$ cat config.mk
export PLATFORM = sky130hd
export DESIGN_NAME = indexed_list_insert_remove
export DESIGN_NICKNAME = d
export VERILOG_FILES = /design/src/design/ilir_pkg.sv /design/src/design/ilir_cell.sv /design/src/design/indexed_list_insert_remove.sv
export SDC_FILE = /design/constraint.sdc
export NUM_CORES = 2
export LEC_CHECK = 0
export CORE_MARGIN = 3
export CORE_UTILIZATION = 45
export DETAILED_ROUTE_END_ITERATION = 8
export DONT_BUFFER_PORTS = 1
export GPL_ROUTABILITY_DRIVEN = 0
export SYNTH_ARGS = -nofsm -noshare
export SYNTH_HDL_FRONTEND = slang
export SYNTH_SLANG_ARGS = --single-unit
$ cat constraint.sdc
create_clock -name clk -period 7.06 [get_ports clk]
set_input_delay 1.059 -clock clk [delete_from_list [all_inputs] [get_ports clk]]
set_output_delay 1.059 -clock clk [all_outputs]
set_load 0.01 [all_outputs]
$ cat src/design/ilir_pkg.sv
// Shared constants, codes and the cell control type for the indexed list.
// No dependencies; used by every other file of the block.
`timescale 1ns / 1ps

package ilir_pkg;

	localparam int DEPTH_DEF  = 16;
	localparam int DATA_W_DEF = 32;

	// Wide enough to hold any index or length up to 2047.
	localparam int IDX_W      = 11;

	localparam int FUNC_W     = 3;
	localparam int POS_W      = 4;
	localparam int VALUE_W    = 32;
	localparam int COUNT_W    = 5;
	localparam int STATUS_W   = 2;

	localparam logic [FUNC_W-1:0] FN_READ   = 3'd0;
	localparam logic [FUNC_W-1:0] FN_APPEND = 3'd1;
	localparam logic [FUNC_W-1:0] FN_INSERT = 3'd2;
	localparam logic [FUNC_W-1:0] FN_POP    = 3'd3;
	localparam logic [FUNC_W-1:0] FN_REMOVE = 3'd4;

	localparam logic [STATUS_W-1:0] ST_OK    = 2'd0;
	localparam logic [STATUS_W-1:0] ST_EMPTY = 2'd1;
	localparam logic [STATUS_W-1:0] ST_FULL  = 2'd2;
	localparam logic [STATUS_W-1:0] ST_RANGE = 2'd3;

	typedef struct packed {
		logic             ins_en;
		logic             rem_en;
		logic [IDX_W-1:0] pos;
		logic [IDX_W-1:0] cnt;
		logic [IDX_W-1:0] sel;
	} ilir_ctrl_t;

endpackage

$ cat src/design/ilir_cell.sv
// One storage cell of the list: holds a single entry and shifts to or from its neighbors.
// Depends on ilir_pkg for the control type and index width.
`timescale 1ns / 1ps

module ilir_cell #(
	parameter int DATA_WIDTH = ilir_pkg::DATA_W_DEF,
	parameter int INDEX      = 0
) (
	input  logic                    clk,
	input  ilir_pkg::ilir_ctrl_t    ctrl,
	input  logic [DATA_WIDTH-1:0]   new_data,
	input  logic [DATA_WIDTH-1:0]   lower_data,
	input  logic [DATA_WIDTH-1:0]   upper_data,
	output logic [DATA_WIDTH-1:0]   data,
	output logic [DATA_WIDTH-1:0]   hit_data
);

	localparam logic [ilir_pkg::IDX_W-1:0] Idx = ilir_pkg::IDX_W'(INDEX);

	logic [DATA_WIDTH-1:0] data_q;

	always_ff @(posedge clk) begin
		if (ctrl.ins_en) begin
			if (Idx == ctrl.pos)
				data_q <= new_data;
			else if (Idx > ctrl.pos && Idx <= ctrl.cnt)
				data_q <= lower_data;
		end else if (ctrl.rem_en) begin
			if (Idx >= ctrl.pos && (Idx + 1'b1) < ctrl.cnt)
				data_q <= upper_data;
		end
	end

	assign data     = data_q;
	assign hit_data = (Idx == ctrl.sel) ? data_q : '0;

endmodule

$ cat src/design/indexed_list_insert_remove.sv
// Indexed list of up to DEPTH entries built from a row of shifting cells.
// Depends on ilir_pkg and ilir_cell.
`timescale 1ns / 1ps

// The block takes one request per clock cycle unless stalled: the cells shift the
// affected entries in the same edge that accepts the request, so insert and remove
// cost the same as read. The result is registered and appears in the cycle after
// acceptance; a new request is taken whenever that register is empty or being drained.
// Refused requests (full, empty, out of range) leave the list unchanged and return
// zero. Only the first 16 positions are addressable; count reports the low five bits.
module indexed_list_insert_remove #(
	parameter int DEPTH      = ilir_pkg::DEPTH_DEF,
	parameter int DATA_WIDTH = ilir_pkg::DATA_W_DEF
) (
	input  logic                              clk,
	input  logic                              arst_n,
	input  logic                              req_valid,
	output logic                              req_ready,
	input  logic [ilir_pkg::FUNC_W-1:0]       func,
	input  logic [ilir_pkg::POS_W-1:0]        position,
	input  logic [ilir_pkg::VALUE_W-1:0]      value,
	output logic                              rsp_valid,
	input  logic                              rsp_ready,
	output logic [ilir_pkg::VALUE_W-1:0]      read_value,
	output logic [ilir_pkg::COUNT_W-1:0]      count,
	output logic [ilir_pkg::STATUS_W-1:0]     status
);

	localparam int CW = $clog2(DEPTH + 1);
	localparam int IW = ilir_pkg::IDX_W;

	logic [CW-1:0]                   count_q;
	logic                            rsp_valid_q;
	logic [ilir_pkg::VALUE_W-1:0]    read_value_q;
	logic [ilir_pkg::COUNT_W-1:0]    count_out_q;
	logic [ilir_pkg::STATUS_W-1:0]   status_q;

	logic                            acc;
	logic                            full;
	logic                            empty;
	logic                            rd_en;
	logic [IW-1:0]                   cnt_w;
	logic [IW-1:0]                   pos_w;
	logic [IW-1:0]                   cnt_nxt;
	logic [ilir_pkg::STATUS_W-1:0]   st;
	ilir_pkg::ilir_ctrl_t            ctrl;
	logic [DATA_WIDTH-1:0]           new_data;
	logic [DATA_WIDTH-1:0]           rd_or;
	logic [DATA_WIDTH-1:0]           cell_data [DEPTH];
	logic [DATA_WIDTH-1:0]           hit_data  [DEPTH];

	assign req_ready = !rsp_valid_q || rsp_ready;
	assign acc       = req_valid && req_ready;
	assign new_data  = DATA_WIDTH'(value);

	always_comb begin
		cnt_w    = IW'(count_q);
		pos_w    = IW'(position);
		full     = (cnt_w == IW'(DEPTH));
		empty    = (cnt_w == '0);
		ctrl     = '0;
		ctrl.pos = pos_w;
		ctrl.cnt = cnt_w;
		ctrl.sel = pos_w;
		rd_en    = 1'b0;
		st       = ilir_pkg::ST_OK;
		cnt_nxt  = cnt_w;
		case (func)
			ilir_pkg::FN_READ: begin
				if (empty)
					st = ilir_pkg::ST_EMPTY;
				else if (pos_w >= cnt_w)
					st = ilir_pkg::ST_RANGE;
				else
					rd_en = 1'b1;
			end
			ilir_pkg::FN_APPEND: begin
				if (full) begin
					st = ilir_pkg::ST_FULL;
				end else begin
					ctrl.ins_en = 1'b1;
					ctrl.pos    = cnt_w;
					cnt_nxt     = cnt_w + 1'b1;
				end
			end
			ilir_pkg::FN_INSERT: begin
				if (full) begin
					st = ilir_pkg::ST_FULL;
				end else if (pos_w > cnt_w) begin
					st = ilir_pkg::ST_RANGE;
				end else begin
					ctrl.ins_en = 1'b1;
					cnt_nxt     = cnt_w + 1'b1;
				end
			end
			ilir_pkg::FN_POP: begin
				if (empty) begin
					st = ilir_pkg::ST_EMPTY;
				end else begin
					rd_en       = 1'b1;
					ctrl.rem_en = 1'b1;
					ctrl.pos    = cnt_w - 1'b1;
					ctrl.sel    = cnt_w - 1'b1;
					cnt_nxt     = cnt_w - 1'b1;
				end
			end
			ilir_pkg::FN_REMOVE: begin
				if (empty) begin
					st = ilir_pkg::ST_EMPTY;
				end else if (pos_w >= cnt_w) begin
					st = ilir_pkg::ST_RANGE;
				end else begin
					rd_en       = 1'b1;
					ctrl.rem_en = 1'b1;
					cnt_nxt     = cnt_w - 1'b1;
				end
			end
			default: begin
				st = ilir_pkg::ST_OK;
			end
		endcase
		if (!acc) begin
			ctrl.ins_en = 1'b0;
			ctrl.rem_en = 1'b0;
		end
	end

	for (genvar i = 0; i < DEPTH; i++) begin : g_cell
		logic [DATA_WIDTH-1:0] lower;
		logic [DATA_WIDTH-1:0] upper;

		if (i == 0) begin : g_first
			assign lower = '0;
		end else begin : g_mid_lo
			assign lower = cell_data[i-1];
		end
		if (i == DEPTH - 1) begin : g_last
			assign upper = '0;
		end else begin : g_mid_hi
			assign upper = cell_data[i+1];
		end

		ilir_cell #(
			.DATA_WIDTH (DATA_WIDTH),
			.INDEX      (i)
		) u_cell (
			.clk        (clk),
			.ctrl       (ctrl),
			.new_data   (new_data),
			.lower_data (lower),
			.upper_data (upper),
			.data       (cell_data[i]),
			.hit_data   (hit_data[i])
		);
	end

	always_comb begin
		rd_or = '0;
		for (int i = 0; i < DEPTH; i++)
			rd_or = rd_or | hit_data[i];
	end

	always_ff @(posedge clk or negedge arst_n) begin
		if (!arst_n) begin
			count_q     <= '0;
			rsp_valid_q <= 1'b0;
		end else begin
			if (acc) begin
				count_q     <= CW'(cnt_nxt);
				rsp_valid_q <= 1'b1;
			end else if (rsp_ready) begin
				rsp_valid_q <= 1'b0;
			end
		end
	end

	always_ff @(posedge clk) begin
		if (acc) begin
			read_value_q <= rd_en ? ilir_pkg::VALUE_W'(rd_or) : '0;
			count_out_q  <= ilir_pkg::COUNT_W'(cnt_nxt);
			status_q     <= st;
		end
	end

	assign rsp_valid  = rsp_valid_q;
	assign read_value = read_value_q;
	assign count      = count_out_q;
	assign status     = status_q;

endmodule

==> flow_summary.ini <==
[status]
status = finished, final reports clean

[logic_synthesis]
synth-edff-count = 551
sequential_element_share_of_the_synthesized_area = 0.534
synthCells = 3137
synth.net_count = 3189
synthesis.yosys.warnings = 0
synthArstFlopShare = 0.0108
yosys_register_bits = 557
netlist_area_um2 = 31200
ys_types = 92
postSynthAreaPerCell_um2 = 9.96
dominantRegCellSynth = sky130_fd_sc_hd__edfxtp_1

[floorplanning]
ioPinCount = 84
die-area_um2 = 72600
die-width_um = 270
core_um2 = 68000
start_util = 0.460
std_cell_rows = 95
die_h_um = 270

[routing]
avgViaCountPerCell = 7.38
drt_drc_violations_left = 0
drt_iter0_drc = 5314
drt_pass1_iterations = 9
routed_wl_mm = 130
drtAntennaViolNets = 0
average_detailed_routed_wire_length_per_instance_um = 33.2
total_number_of_vias = 28963

[sta]
maxClockFrequency_mhz = 187
slew-limit-headroom = 0.108
setup_repair_after_global_routing_missed_its_margin = false
fin_hold_ws_ps = 159
timing.setup.tns_ps = 0
setup_violations = 0
min_period_over_period = 0.757
hold_violations = 0
worstMarginPinSlew_ps = 1330
final_max_slew_viol_count = 0
timing.final.crit_period_ps = 5350
finalClockSkew_ps = 19.7

[critical_path]
crit_path_start_kind = flip-flop
most_repeated_library_cell_on_the_critical_path = sky130_fd_sc_hd__buf_4
crit_path_end_kind = flip-flop
critical_path_arrival_ps = 5600
crit_fanout = 51
cp.required_ps = 7310
worst_path_largest_cell_delay_ps = 760
critical_path.cell_chain = buf_4, inv_2, ha_1, a21o_1, a221oi_1, o311a_1, and3_4, a2bb2oi_1, nor2_4, buf_4
critical-path-slowest-cell = sky130_fd_sc_hd__nor2_4
path_class = reg2reg

[placed_design]
post-dp-hpwl_mm = 71.5
io_buffer_count = 0
place_inst = 3812

[cts]
cts_sinks = 557
h-tree-depth = 3
cts-resized-gates = 0
clock_path_buffers = 3
clk_latency_ps = 610
tritoncts = built
postCtsHoldBufs = 0
clock-root-buffer = sky130_fd_sc_hd__clkbuf_16
postCtsSetupRepairBufs = 0
clk_pin_slew_worst_paths_ps = 50
cts_buffers = 66

[finish]
final_util = 0.501
final_common_cell = sky130_fd_sc_hd__nand2_1
mostFrequentLayoutCells = sky130_fd_sc_hd__nand2_1, sky130_fd_sc_hd__edfxtp_1, sky130_fd_sc_hd__nand3_1
final_nets = 3011
area_growth_syn_to_layout_pct = 9.11
finish.cell_count_without_fillers = 3925
fraction_of_layout_instances_using_a_drive_strength_above_1 = 0.0782
antenna_cells_inserted = 0

[grt]
grt_remaining_overflow = 0
global_route_wire_length_before_repair_mm = 188
antenna_violations_before_repair = 1
gr-usage-all-layers = 0.345
via_count_of_the_first_global_routing_pass = 27114
pin_count_of_the_biggest_net_entering_global_routing = 215

[pwr]
cellLeakagePower_nw = 10.9
power_per_cell_area_nw_per_um2 = 294
power.ir.vdd_worst_v = 0.000185
power.total_mw = 10.0

[worst_hold_path]
min-delay-path-class = in2async

[flow_run]
max_cap_violations = 0
-- where the power goes --
group	leakage, nW	switching (mW)	total, mW	internal [mW]
logic	4.84	1.94	2.61	0.669
registers	5.10	0.216	4.17	3.95
clock network	0.971	1.41	3.26	1.85
-- flip-flops by register name (all words and copies together) (netlist names) --
register and flops:
g_cell.u_cell.data 512, read_value 32, count_q 5, status 2, count 5, rsp_valid 1
-- synthesized netlist by cell type (all sizes together), types with 17 or more instances --
master,number,area share
o21ai,78,0.012
nand4,20,0.0048
a22oi,132,0.032
edfxtp,551,0.53
a21oi,63,0.010
nand2,644,0.077
nor2,38,0.0047
buf,116,0.018
a222oi,64,0.021
o211ai,457,0.11
nor3,17,0.0027
nand3,477,0.077
clkbuf,210,0.025
o22ai,21,0.0042
o31a,17,0.0048
-- stage by stage --
step	cell area [um^2]	setup slack, ps
floorplan	31200	913
global placement	32100	1880
detailed placement	32100	1830
CTS	34100	1800
global route	34100	1510
finish	34100	1710
-- area by class of cell --
type,instances,area [um^2]
clock buffers,83,1780
clock inverters,30,189
fillers,6123,33900
inverters,12,45.0
multi-input cells,2242,13600
flip-flops and latches,557,16700
well taps,921,1150
repair buffers,80,676
-- layer usage --
metal | global-route usage | vias up | part of all wire
li1 | - | 11969 | -
met1 | 0.465 | 14078 | 0.37
met3 | 0.0957 | 492 | 0.15
met2 | 0.511 | 2424 | 0.43
met5 | 0 | - | 0
met4 | 0.177 | 0 | 0.059
-- worst max-delay path, delay by kind of cell, from the launching register on --
kind	cells	cell delay, ps
AOI/OAI and AO/OA	4	1500
and+or+nand+nor	2	1500
adders and majority gates	1	310
buffers and inverters	3	910
DFF	1	750
-- logic make-up (layout without fill, tap and decap cells) --
logic type	Yosys count	in the layout	share of synthesized area
compound gates	962	962	0.231
simple gates	1253	1253	0.181
buf+inv	338	205	0.0444
flops	557	557	0.534
mux	12	12	0.00388
fa+ha+maj	9	9	0.00360
xor+xnor	6	6	0.00168
-- path summary, 6_finish.rpt --
kind | cells after the start | startpoint | slack (ps) | end
setup / recovery | 10 | count_q[2] | 1710 | g_cell[7].u_cell.data[17]
hold / removal | 0 | arst_n | 160 | rsp_valid
setup reg to reg | 10 | count_q[2] | 1710 | g_cell[7].u_cell.data[17]
hold reg to reg | 2 | g_cell[15].u_cell.data[29] | 580 | g_cell[14].u_cell.data[29]
max in group asynchronous | 0 | arst_n | 6830 | count_q[1]
min in group clk | 1 | req_valid | 570 | rsp_valid
Note: power is estimated with default switching activity, not from simulation.
